--- src/hw/rtl/tkst_pkg.sv ---
// Shared package for the k-smallest tracker: default parameters, action codes,
// FSM state type and the command/status structs between controller and datapath.
// No dependencies.
`default_nettype none

package tkst_pkg;

    localparam int K_MAX_DEF      = 16;
    localparam int KEY_BITS_DEF   = 32;
    localparam int VALUE_BITS_DEF = 32;

    localparam int ACTION_W   = 2;
    localparam int CFG_W      = 5;
    localparam int HELD_CNT_W = 5;

    localparam logic [CFG_W-1:0] K_IN_USE_RST = CFG_W'(16);

    localparam logic [ACTION_W-1:0] ACT_INSERT = 2'd0;
    localparam logic [ACTION_W-1:0] ACT_DRAIN  = 2'd1;
    localparam logic [ACTION_W-1:0] ACT_CLEAR  = 2'd2;

    typedef enum logic [2:0] {
        ST_IDLE,
        ST_SCAN,
        ST_SCAN_END,
        ST_EMIT,
        ST_DRAIN_RD,
        ST_DRAIN_OUT
    } t_state;

    // controller -> datapath
    typedef struct packed {
        logic take;         // input transfer this cycle
        logic scan_rd;      // read slot r_idx for the max rescan
        logic drain_rd;     // read slot r_idx for drain
        logic load_status;  // load a status result into the output register
        logic load_elem;    // load a drained pair into the output register
    } t_cmd;

    // datapath -> controller
    typedef struct packed {
        logic ins_replace;  // store full and incoming key beats the largest
        logic held_zero;
        logic idx_last;     // r_idx addresses the last held slot
        logic rd_last;      // pair in the read register is the last one
        logic out_free;     // output register can take a new result
    } t_status;

endpackage

`default_nettype wire

--- src/hw/rtl/tkst_ctrl.sv ---
// Controller FSM for the k-smallest tracker.
// Depends on tkst_pkg (state type, command/status structs, action codes).
`default_nettype none

module tkst_ctrl
    import tkst_pkg::*;
(
    input  wire                 i_clk,
    input  wire                 i_rst_n,
    input  wire                 i_in_valid,
    input  wire [ACTION_W-1:0]  i_action,
    input  wire t_status        i_sts,
    output logic                o_in_stall,
    output t_cmd                o_cmd
);

    t_state r_state;
    t_state n_state;

    always_ff @(posedge i_clk) begin
        if (!i_rst_n) begin
            r_state <= ST_IDLE;
        end else begin
            r_state <= n_state;
        end
    end

    always_comb begin
        n_state = r_state;
        case (r_state)
            ST_IDLE: begin
                if (i_in_valid) begin
                    if (i_action == ACT_INSERT && i_sts.ins_replace) begin
                        n_state = ST_SCAN;
                    end else if (i_action == ACT_DRAIN && !i_sts.held_zero) begin
                        n_state = ST_DRAIN_RD;
                    end else begin
                        n_state = ST_EMIT;
                    end
                end
            end
            ST_SCAN: begin
                if (i_sts.idx_last) begin
                    n_state = ST_SCAN_END;
                end
            end
            ST_SCAN_END:  n_state = ST_EMIT;
            ST_EMIT: begin
                if (i_sts.out_free) begin
                    n_state = ST_IDLE;
                end
            end
            ST_DRAIN_RD:  n_state = ST_DRAIN_OUT;
            ST_DRAIN_OUT: begin
                if (i_sts.out_free) begin
                    n_state = i_sts.rd_last ? ST_IDLE : ST_DRAIN_RD;
                end
            end
            default:      n_state = ST_IDLE;
        endcase
    end

    always_comb begin
        o_cmd      = '0;
        o_in_stall = 1'b1;
        case (r_state)
            ST_IDLE: begin
                o_in_stall = 1'b0;
                o_cmd.take = i_in_valid;
            end
            ST_SCAN:      o_cmd.scan_rd     = 1'b1;
            ST_EMIT:      o_cmd.load_status = i_sts.out_free;
            ST_DRAIN_RD:  o_cmd.drain_rd    = 1'b1;
            ST_DRAIN_OUT: o_cmd.load_elem   = i_sts.out_free;
            default:      o_cmd             = '0;
        endcase
    end

    a_load_when_free: assert property (@(posedge i_clk) disable iff (!i_rst_n)
        (o_cmd.load_status || o_cmd.load_elem) |-> i_sts.out_free)
        else $error("result loaded while output register busy");

    a_scan_to_emit: assert property (@(posedge i_clk) disable iff (!i_rst_n)
        (r_state == ST_SCAN_END) |=> (r_state == ST_EMIT))
        else $error("rescan did not finish into result stage");

endmodule

`default_nettype wire

--- src/hw/rtl/tkst_dpath.sv ---
// Datapath for the k-smallest tracker: pair storage, count, largest-slot
// tracking with a one-slot-per-cycle rescan, config register, output register.
// Depends on tkst_pkg (command/status structs, action codes, widths).
`default_nettype none

module tkst_dpath
    import tkst_pkg::*;
#(
    parameter int K_MAX      = K_MAX_DEF,
    parameter int KEY_BITS   = KEY_BITS_DEF,
    parameter int VALUE_BITS = VALUE_BITS_DEF
) (
    input  wire                   i_clk,
    input  wire                   i_rst_n,
    input  wire                   i_cfg_wr_en,
    input  wire [CFG_W-1:0]       i_cfg_wr_data,
    input  wire [ACTION_W-1:0]    i_action,
    input  wire [KEY_BITS-1:0]    i_key,
    input  wire [VALUE_BITS-1:0]  i_value,
    input  wire                   i_res_stall,
    input  wire t_cmd             i_cmd,
    output t_status               o_sts,
    output logic                  o_res_valid,
    output logic                  o_accepted,
    output logic [HELD_CNT_W-1:0] o_held_count,
    output logic [KEY_BITS-1:0]   o_max_insertable,
    output logic [KEY_BITS-1:0]   o_out_key,
    output logic [VALUE_BITS-1:0] o_out_value,
    output logic                  o_out_valid,
    output logic                  o_last
);

    localparam int SLOT_W = (K_MAX > 1) ? $clog2(K_MAX) : 1;
    localparam int CNT_W  = $clog2(K_MAX + 1);
    localparam int CMP_W  = (CNT_W > CFG_W) ? CNT_W : CFG_W;

    logic [KEY_BITS-1:0]   r_mem_key [K_MAX];
    logic [VALUE_BITS-1:0] r_mem_val [K_MAX];

    logic [CFG_W-1:0]      r_k_in_use;
    logic [CNT_W-1:0]      r_held;
    logic [SLOT_W-1:0]     r_largest;
    logic [KEY_BITS-1:0]   r_max_key;   // copy of the key at r_largest
    logic [CNT_W-1:0]      r_idx;
    logic                  r_acc;

    logic [KEY_BITS-1:0]   r_rd_key;
    logic [VALUE_BITS-1:0] r_rd_val;
    logic [SLOT_W-1:0]     r_rd_slot;
    logic                  r_rd_last;
    logic                  r_cmp_vld;

    logic [CMP_W-1:0]      w_k_ext;
    logic [CMP_W-1:0]      w_eff_k;
    logic                  w_full;
    logic                  w_is_ins;
    logic                  w_replace;
    logic                  w_wr_en;
    logic [SLOT_W-1:0]     w_wr_slot;
    logic [SLOT_W-1:0]     w_idx_slot;
    logic [CNT_W-1:0]      w_idx_nxt;
    logic [KEY_BITS-1:0]   w_max_ins;

    // k_in_use of zero acts as one, above K_MAX it saturates
    always_comb begin
        w_k_ext = CMP_W'(r_k_in_use);
        if (w_k_ext == '0) begin
            w_eff_k = CMP_W'(1);
        end else if (w_k_ext > CMP_W'(K_MAX)) begin
            w_eff_k = CMP_W'(K_MAX);
        end else begin
            w_eff_k = w_k_ext;
        end
    end

    assign w_full     = CMP_W'(r_held) >= w_eff_k;
    assign w_is_ins   = (i_action == ACT_INSERT);
    assign w_replace  = w_full && (i_key < r_max_key);
    assign w_wr_en    = i_cmd.take && w_is_ins && (!w_full || w_replace);
    assign w_wr_slot  = w_full ? r_largest : r_held[SLOT_W-1:0];
    assign w_idx_slot = r_idx[SLOT_W-1:0];
    assign w_idx_nxt  = r_idx + CNT_W'(1);
    assign w_max_ins  = w_full ? r_max_key : '1;

    assign o_sts.ins_replace = w_replace;
    assign o_sts.held_zero   = (r_held == '0);
    assign o_sts.idx_last    = (w_idx_nxt == r_held);
    assign o_sts.rd_last     = r_rd_last;
    assign o_sts.out_free    = !o_res_valid || !i_res_stall;

    always_ff @(posedge i_clk) begin
        if (!i_rst_n) begin
            r_k_in_use <= K_IN_USE_RST;
        end else if (i_cfg_wr_en) begin
            r_k_in_use <= i_cfg_wr_data;
        end
    end

    // pair storage: one write port, one registered read port
    always_ff @(posedge i_clk) begin
        if (w_wr_en) begin
            r_mem_key[w_wr_slot] <= i_key;
            r_mem_val[w_wr_slot] <= i_value;
        end
    end

    always_ff @(posedge i_clk) begin
        if (i_cmd.scan_rd || i_cmd.drain_rd) begin
            r_rd_key  <= r_mem_key[w_idx_slot];
            r_rd_val  <= r_mem_val[w_idx_slot];
            r_rd_slot <= w_idx_slot;
            r_rd_last <= (w_idx_nxt == r_held);
        end
    end

    always_ff @(posedge i_clk) begin
        if (!i_rst_n) begin
            r_cmp_vld <= 1'b0;
        end else begin
            r_cmp_vld <= i_cmd.scan_rd;
        end
    end

    always_ff @(posedge i_clk) begin
        if (i_cmd.take) begin
            r_idx <= '0;
        end else if (i_cmd.scan_rd || i_cmd.drain_rd) begin
            r_idx <= w_idx_nxt;
        end
    end

    // count, largest slot and its key
    always_ff @(posedge i_clk) begin
        if (!i_rst_n) begin
            r_held    <= '0;
            r_largest <= '0;
        end else if (i_cmd.take) begin
            r_acc <= 1'b0;
            if (w_is_ins) begin
                if (!w_full) begin
                    r_acc  <= 1'b1;
                    r_held <= r_held + CNT_W'(1);
                    if (r_held == '0 || i_key > r_max_key) begin
                        r_largest <= r_held[SLOT_W-1:0];
                        r_max_key <= i_key;
                    end
                end else if (w_replace) begin
                    // replaced slot is the starting candidate of the rescan
                    r_acc     <= 1'b1;
                    r_max_key <= i_key;
                end
            end else if (i_action == ACT_CLEAR) begin
                r_held    <= '0;
                r_largest <= '0;
            end
        end else if (r_cmp_vld && (r_rd_key > r_max_key)) begin
            // strict compare: ties keep the earlier candidate
            r_largest <= r_rd_slot;
            r_max_key <= r_rd_key;
        end
    end

    // output register
    always_ff @(posedge i_clk) begin
        if (!i_rst_n) begin
            o_res_valid <= 1'b0;
        end else if (i_cmd.load_status || i_cmd.load_elem) begin
            o_res_valid <= 1'b1;
        end else if (!i_res_stall) begin
            o_res_valid <= 1'b0;
        end
    end

    always_ff @(posedge i_clk) begin
        if (i_cmd.load_status) begin
            o_accepted       <= r_acc;
            o_held_count     <= HELD_CNT_W'(r_held);
            o_max_insertable <= w_max_ins;
            o_out_key        <= '0;
            o_out_value      <= '0;
            o_out_valid      <= 1'b0;
            o_last           <= 1'b1;
        end else if (i_cmd.load_elem) begin
            o_accepted       <= 1'b0;
            o_held_count     <= HELD_CNT_W'(r_held);
            o_max_insertable <= w_max_ins;
            o_out_key        <= r_rd_key;
            o_out_value      <= r_rd_val;
            o_out_valid      <= 1'b1;
            o_last           <= r_rd_last;
        end
    end

    a_held_bound: assert property (@(posedge i_clk) disable iff (!i_rst_n)
        r_held <= CNT_W'(K_MAX))
        else $error("held count above capacity");

    a_largest_in_range: assert property (@(posedge i_clk) disable iff (!i_rst_n)
        (r_held != '0) |-> (CNT_W'(r_largest) < r_held))
        else $error("largest slot outside held pairs");

    a_no_take_in_scan: assert property (@(posedge i_clk) disable iff (!i_rst_n)
        i_cmd.take |-> !r_cmp_vld)
        else $error("new item taken while rescan compare pending");

endmodule

`default_nettype wire

--- src/hw/rtl/top_k_smallest_tracker_top.sv ---
// K-smallest tracker top level: insert/drain/clear one item at a time.
// Insert while filling, rejected insert, clear, other code and drain of an empty
// store go straight to the status result. An insert that replaces first rescans
// the held pairs, one slot per cycle, through the storage read port.
// Drain reads and emits each held pair in turn. Output stall holds the result.
// Reset (synchronous, active low): count and largest slot to zero, k_in_use 16.
// Pair storage is not cleared.
`default_nettype none

module top_k_smallest_tracker_top
    import tkst_pkg::*;
#(
    parameter int K_MAX      = K_MAX_DEF,
    parameter int KEY_BITS   = KEY_BITS_DEF,
    parameter int VALUE_BITS = VALUE_BITS_DEF
) (
    input  wire                   i_clk,
    input  wire                   i_rst_n,
    input  wire                   i_cfg_wr_en,
    input  wire [CFG_W-1:0]       i_cfg_wr_data,
    input  wire                   i_in_valid,
    output logic                  o_in_stall,
    input  wire [ACTION_W-1:0]    i_action,
    input  wire [KEY_BITS-1:0]    i_key,
    input  wire [VALUE_BITS-1:0]  i_value,
    output logic                  o_res_valid,
    input  wire                   i_res_stall,
    output logic                  o_accepted,
    output logic [HELD_CNT_W-1:0] o_held_count,
    output logic [KEY_BITS-1:0]   o_max_insertable,
    output logic [KEY_BITS-1:0]   o_out_key,
    output logic [VALUE_BITS-1:0] o_out_value,
    output logic                  o_out_valid,
    output logic                  o_last
);

    t_cmd    w_cmd;
    t_status w_sts;

    tkst_ctrl u_ctrl (
        .i_clk      (i_clk),
        .i_rst_n    (i_rst_n),
        .i_in_valid (i_in_valid),
        .i_action   (i_action),
        .i_sts      (w_sts),
        .o_in_stall (o_in_stall),
        .o_cmd      (w_cmd)
    );

    tkst_dpath #(
        .K_MAX      (K_MAX),
        .KEY_BITS   (KEY_BITS),
        .VALUE_BITS (VALUE_BITS)
    ) u_dpath (
        .i_clk            (i_clk),
        .i_rst_n          (i_rst_n),
        .i_cfg_wr_en      (i_cfg_wr_en),
        .i_cfg_wr_data    (i_cfg_wr_data),
        .i_action         (i_action),
        .i_key            (i_key),
        .i_value          (i_value),
        .i_res_stall      (i_res_stall),
        .i_cmd            (w_cmd),
        .o_sts            (w_sts),
        .o_res_valid      (o_res_valid),
        .o_accepted       (o_accepted),
        .o_held_count     (o_held_count),
        .o_max_insertable (o_max_insertable),
        .o_out_key        (o_out_key),
        .o_out_value      (o_out_value),
        .o_out_valid      (o_out_valid),
        .o_last           (o_last)
    );

endmodule

`default_nettype wire
--- config.mk ---
export PLATFORM = sky130hd
export DESIGN_NAME = top_k_smallest_tracker_top
export DESIGN_NICKNAME = d
export VERILOG_FILES = /design/src/hw/rtl/tkst_pkg.sv /design/src/hw/rtl/tkst_ctrl.sv /design/src/hw/rtl/tkst_dpath.sv /design/src/hw/rtl/top_k_smallest_tracker_top.sv
export SDC_FILE = /design/constraint.sdc
export NUM_CORES = 1
export LEC_CHECK = 0
export BUFFER_PORTS_ARGS = -buffer_cell sky130_fd_sc_hd__buf_2
export CAP_MARGIN = 0
export CORE_MARGIN = 3
export CORE_UTILIZATION = 30
export DETAILED_ROUTE_END_ITERATION = 10
export PLACE_DENSITY_LB_ADDON = 0.12
export RECOVER_POWER = 50
export SYNTH_ARGS = -nofsm -noshare
export SYNTH_HDL_FRONTEND = slang
export SYNTH_SLANG_ARGS = --single-unit
--- constraint.sdc ---
create_clock -name i_clk -period 8.8 [get_ports i_clk]
set_input_delay 0.44 -clock i_clk [delete_from_list [all_inputs] [get_ports i_clk]]
set_output_delay 0.44 -clock i_clk [all_outputs]
set_load 0.03 [all_outputs]
==> report_table.html <==
<table>
<tr><th>Metric</th><th>Value</th></tr>
<tr><th colspan="2">Status</th></tr>
<tr><td>Result of the run</td><td>finished with violations</td></tr>
<tr><td>Violated checks</td><td>max-capacitance violations, max-slew violations</td></tr>
<tr><th colspan="2">Setup path</th></tr>
<tr><td>Maximum fanout encountered on the critical timing path</td><td>44</td></tr>
<tr><td>Cell with the biggest individual delay on the critical path</td><td>clkbuf_1</td></tr>
<tr><td>Critical path arrival</td><td>between 6 and 7 ns</td></tr>
<tr><td>Largest stage delay, worst path</td><td>1.00 ns</td></tr>
<tr><td>Required time worst endpoint</td><td>about 9.2 ns</td></tr>
<tr><td>Crit path launch type</td><td>flip-flop</td></tr>
<tr><td>Category of the critical setup timing path</td><td>reg -&gt; reg</td></tr>
<tr><td>Critical Path Sink Type</td><td>flip-flop</td></tr>
<tr><td>CP cell instances</td><td>inv_1 -&gt; ha_1 -&gt; nand2b_1 -&gt; a211oi_1 -&gt; o31ai_4 -&gt; clkbuf_1 -&gt; nor2_1 -&gt; a32oi_1 -&gt; nor2_4 -&gt; buf_4</td></tr>
<tr><th colspan="2">GRT</th></tr>
<tr><td>Congestion Overflow GR</td><td>0</td></tr>
<tr><td>Total global routing track utilization</td><td>16.1%</td></tr>
<tr><td>Largest net degree at the start of global routing</td><td>121</td></tr>
<tr><td>Number of global-route vias before repair</td><td>25418</td></tr>
<tr><td>Global-route wire length before repair</td><td>191 mm</td></tr>
<tr><td>Antenna violations before repair</td><td>11</td></tr>
<tr><th colspan="2">Layout</th></tr>
<tr><td>Highest-count cells in the layout ignoring fill and taps</td><td>edfxtp_1, mux4_2, nand2_1, clkbuf_1, clkbuf_16</td></tr>
<tr><td>Most common library cell in the layout ignoring fill and taps</td><td>edfxtp_1</td></tr>
<tr><td>Nets@finish</td><td>2874</td></tr>
<tr><td>Area of the multi-input gates</td><td>between 10000 and 15000 um^2</td></tr>
<tr><td>Fraction of final layout cells with drive strength greater than 1</td><td>21.6%</td></tr>
<tr><td>Area growth syn-to-layout</td><td>18.0%</td></tr>
<tr><td>Fill cell count</td><td>14925</td></tr>
<tr><td>Cell Count, Final, Fillers Out</td><td>4991</td></tr>
<tr><td>Flip-flop and latch area</td><td>36800 um^2</td></tr>
<tr><td>Summed area of non-filler cells in the final layout</td><td>57200 um^2</td></tr>
<tr><th colspan="2">Placed design</th></tr>
<tr><td>Dpl cells</td><td>around 4700</td></tr>
<tr><td>Cell area after placement</td><td>between 50000 and 60000 um^2</td></tr>
<tr><td>Final GP Congestion</td><td>0.779</td></tr>
<tr><td>Buffers on Ports</td><td>181</td></tr>
<tr><td>Detailed-placement wirelength estimate</td><td>73.8 mm</td></tr>
<tr><th colspan="2">Floorplan</th></tr>
<tr><td>Floorplan Core Area</td><td>159000 um^2</td></tr>
<tr><td>Die width</td><td>a little over 400 um</td></tr>
<tr><td>Initial core utilization</td><td>30.4%</td></tr>
<tr><td>Vert. Die Dim</td><td>408 um</td></tr>
<tr><td>Boundary Pins</td><td>182</td></tr>
<tr><td>Placement Rows</td><td>roughly 150</td></tr>
<tr><td>Area of the die</td><td>166000 um^2</td></tr>
<tr><th colspan="2">Clock network</th></tr>
<tr><td>CTS H-tree lvls</td><td>4</td></tr>
<tr><td>Clock Root Buffer</td><td>clkbuf_16</td></tr>
<tr><td>Number of buffers on the longest clock path</td><td>3</td></tr>
<tr><td>CTS clk-pin slew, worst paths</td><td>roughly 0.06 ns</td></tr>
<tr><td>Total clock buffers created by CTS</td><td>144</td></tr>
<tr><td>Sinks on the clock net</td><td>1254</td></tr>
<tr><td>Post-cts gate resize count</td><td>0</td></tr>
<tr><td>Clock tree from TritonCTS</td><td>yes</td></tr>
<tr><td>Setup Buffers After CTS</td><td>0</td></tr>
<tr><td>Source-to-sink clock delay at the later pin of the worst-skew pair</td><td>a little under 0.8 ns</td></tr>
<tr><td>Hold bufs inserted after CTS</td><td>51</td></tr>
<tr><th colspan="2">Timing</th></tr>
<tr><td>Final hold viol count</td><td>0</td></tr>
<tr><td>Worst relative slew slack</td><td>-178%</td></tr>
<tr><td>RSZ-0062 raised after global routing</td><td>no</td></tr>
<tr><td>Maximum achievable frequency</td><td>roughly 160 MHz</td></tr>
<tr><td>Count of pins over their slew limit</td><td>358</td></tr>
<tr><td>Time the worst path needs with I/O delays and setup</td><td>6.14 ns</td></tr>
<tr><td>Number of endpoints failing setup at the final stage</td><td>0</td></tr>
<tr><td>Final total negative setup slack</td><td>0 ns</td></tr>
<tr><td>Worst clock skew</td><td>roughly 0.021 ns</td></tr>
<tr><td>Final hold slack</td><td>just over 0.08 ns</td></tr>
<tr><td>Fin crit share</td><td>between 60% and 70%</td></tr>
<tr><td>Worst Max-Slew Pin Slew</td><td>approximately 4.2 ns</td></tr>
<tr><th colspan="2">Power and ir drop</th></tr>
<tr><td>Leak pwr</td><td>17.8 nW</td></tr>
<tr><td>Power density of the placed cells</td><td>270 nW/um^2</td></tr>
<tr><td>Overall power after layout</td><td>around 15 mW</td></tr>
<tr><td>Worst IR Drop VDD</td><td>0.188 mV</td></tr>
<tr><th colspan="2">Logic synthesis</th></tr>
<tr><td>Most instantiated flip-flop cell in the synthesis netlist</td><td>edfxtp_1</td></tr>
<tr><td>Number of synthesized flops with an enable pin</td><td>1164</td></tr>
<tr><td>Total nets after synthesis</td><td>roughly 2600</td></tr>
<tr><td>Mapped cell area</td><td>48400 um^2</td></tr>
<tr><td>Top cells by area, synth</td><td>edfxtp_1, mux4_2, dfxtp_1</td></tr>
<tr><td>Syn Inst Count</td><td>2411</td></tr>
<tr><td>Synth warnings</td><td>0</td></tr>
<tr><td>Library cell with the largest summed area after synthesis</td><td>edfxtp_1</td></tr>
<tr><td>Fraction of registers with async set/reset</td><td>0%</td></tr>
<tr><td>Fraction of synthesized cell area taken by the top area cell type</td><td>72.2%</td></tr>
<tr><td>Mean instance size in the synthesized netlist</td><td>20.1 um^2</td></tr>
<tr><td>Number of unique standard cell types used by synthesis</td><td>59</td></tr>
<tr><td>Register bit count reported by yosys</td><td>1254</td></tr>
<tr><td>Proportion of synthesized chip area in sequential cells</td><td>75.9%</td></tr>
<tr><th colspan="2">Drt</th></tr>
<tr><td>Remaining design rule violation count</td><td>0</td></tr>
<tr><td>Drt pass-1 iters</td><td>5</td></tr>
<tr><td>Detail-routed via count per cell</td><td>4.84</td></tr>
<tr><td>Antenna Violating Nets Remaining</td><td>0</td></tr>
<tr><td>Average detailed-routed wire length per instance</td><td>26.8 um</td></tr>
<tr><td>Initial DRC count</td><td>1987</td></tr>
<tr><td>Wire length reported by the detailed router</td><td>134 mm</td></tr>
<tr><td>Via Count</td><td>24134</td></tr>
<tr><th colspan="2">Min path</th></tr>
<tr><td>Path category of the worst min-delay check</td><td>in -&gt; reg</td></tr>
<tr><th colspan="2">Run</th></tr>
<tr><td>Max capacitance violation total</td><td>10</td></tr>
</table>
-- stage by stage --
step / worst slack [ns] / util, %
detailed placement: 3.20 / 32.8
global route: 2.31 / 35.9
CTS: 3.52 / 36.0
floorplan: 3.48 / -
global placement: 3.42 / 32.8
finish: 2.66 / 35.9
-- state kept, by name, indices dropped and copies added, names as in the netlist --
register,flops
u_ctrl.r_state,3
u_dpath.r_largest,4
u_dpath.r_rd_val,32
u_dpath.o_out_key,32
u_dpath.r_rd_key,32
u_dpath.o_out_valid,1
u_dpath.r_mem_key,512
u_dpath.o_accepted,1
u_dpath.o_res_valid,1
u_dpath.r_idx,5
u_dpath.r_mem_val,512
u_dpath.r_k_in_use,5
u_dpath.r_rd_slot,4
u_dpath.r_held,5
u_dpath.r_rd_last,1
u_dpath.o_out_value,32
u_dpath.r_acc,1
u_dpath.o_max_insertable,32
u_dpath.r_cmp_vld,1
u_dpath.o_held_count,5
u_dpath.o_last,1
u_dpath.r_max_key,32
-- where the power goes --
group          leakage, nW  switching, mW  total [mW]  internal, mW
Clock                 2.30           2.44        5.97          3.52
Combinational         4.26           1.29        2.55          1.26
Sequential            11.2          0.184        6.92          6.74
-- cell families (layout without fill, tap and decap cells) --
group,count (synthesis),after routing,share of synthesized area (%)
simple gates,415,415,3.59
flops,1254,1254,75.9
other cells,0,4,0
fa+ha+maj,72,72,1.86
xor+xnor,14,14,0.253
buf+inv,161,591,1.36
mux,326,326,15.0
compound gates,169,169,2.04
-- critical path, delay by kind of cell, from the launching register on --
| family | cells | cell delay [ns] |
|---|---|---|
| AO/OA/AOI/OAI | 3 | 0.96 |
| adder cells (fa/ha/maj) | 1 | 0.33 |
| flip-flops | 1 | 0.48 |
| buffers and inverters | 3 | 2.16 |
| AND/OR/NAND/NOR | 3 | 1.72 |
-- per-layer routing --
layer  vias up  GRT usage, %  share of wire, %
li1      10415             -                 -
met1     12920          22.0                45
met2       635          26.3                49
met3       158          3.09               4.5
met4         6          4.36               1.9
met5         -             0             0.026
-- layout make-up --
class	count	share of cell area (%)
multi-input cells	996	19.6
repair buffers	284	2.82
inverters	46	0.302
diodes	4	0.0175
well taps	2146	4.70
flip-flops and latches	1254	64.3
clock inverters	72	1.48
clock buffers	189	6.79
-- synthesized netlist by cell type, drive strengths merged (5+ instances only) --
| cell type | instances |
|---|---|
| a31oi | 8 |
| nor2 | 58 |
| nand3 | 7 |
| dfxtp | 90 |
| a21oi | 100 |
| o21ai | 27 |
| nor3 | 14 |
| inv | 46 |
| nand4 | 16 |
| nor2b | 5 |
| nand2 | 288 |
| nand2b | 6 |
| ha | 72 |
| clkbuf | 60 |
| mux2i | 6 |
| edfxtp | 1164 |
| buf | 55 |
| o31ai | 6 |
| xnor2 | 6 |
| xor2 | 8 |
| mux4 | 320 |
-- worst paths after layout --
check	startpoint	to	slack, ns	cells after the start
worst max register to register	u_dpath.r_held[0]	u_dpath.r_mem_val[6][26]	2.66	10
worst min register to register	u_dpath.o_out_key[27]	u_dpath.o_out_key[27]	0.45	2
worst min-delay path	i_cfg_wr_en	u_dpath.r_k_in_use[2]	0.08	3
worst max-delay path	u_dpath.r_held[0]	u_dpath.r_mem_val[6][26]	2.66	10
Power figures use the tool's default switching activity.
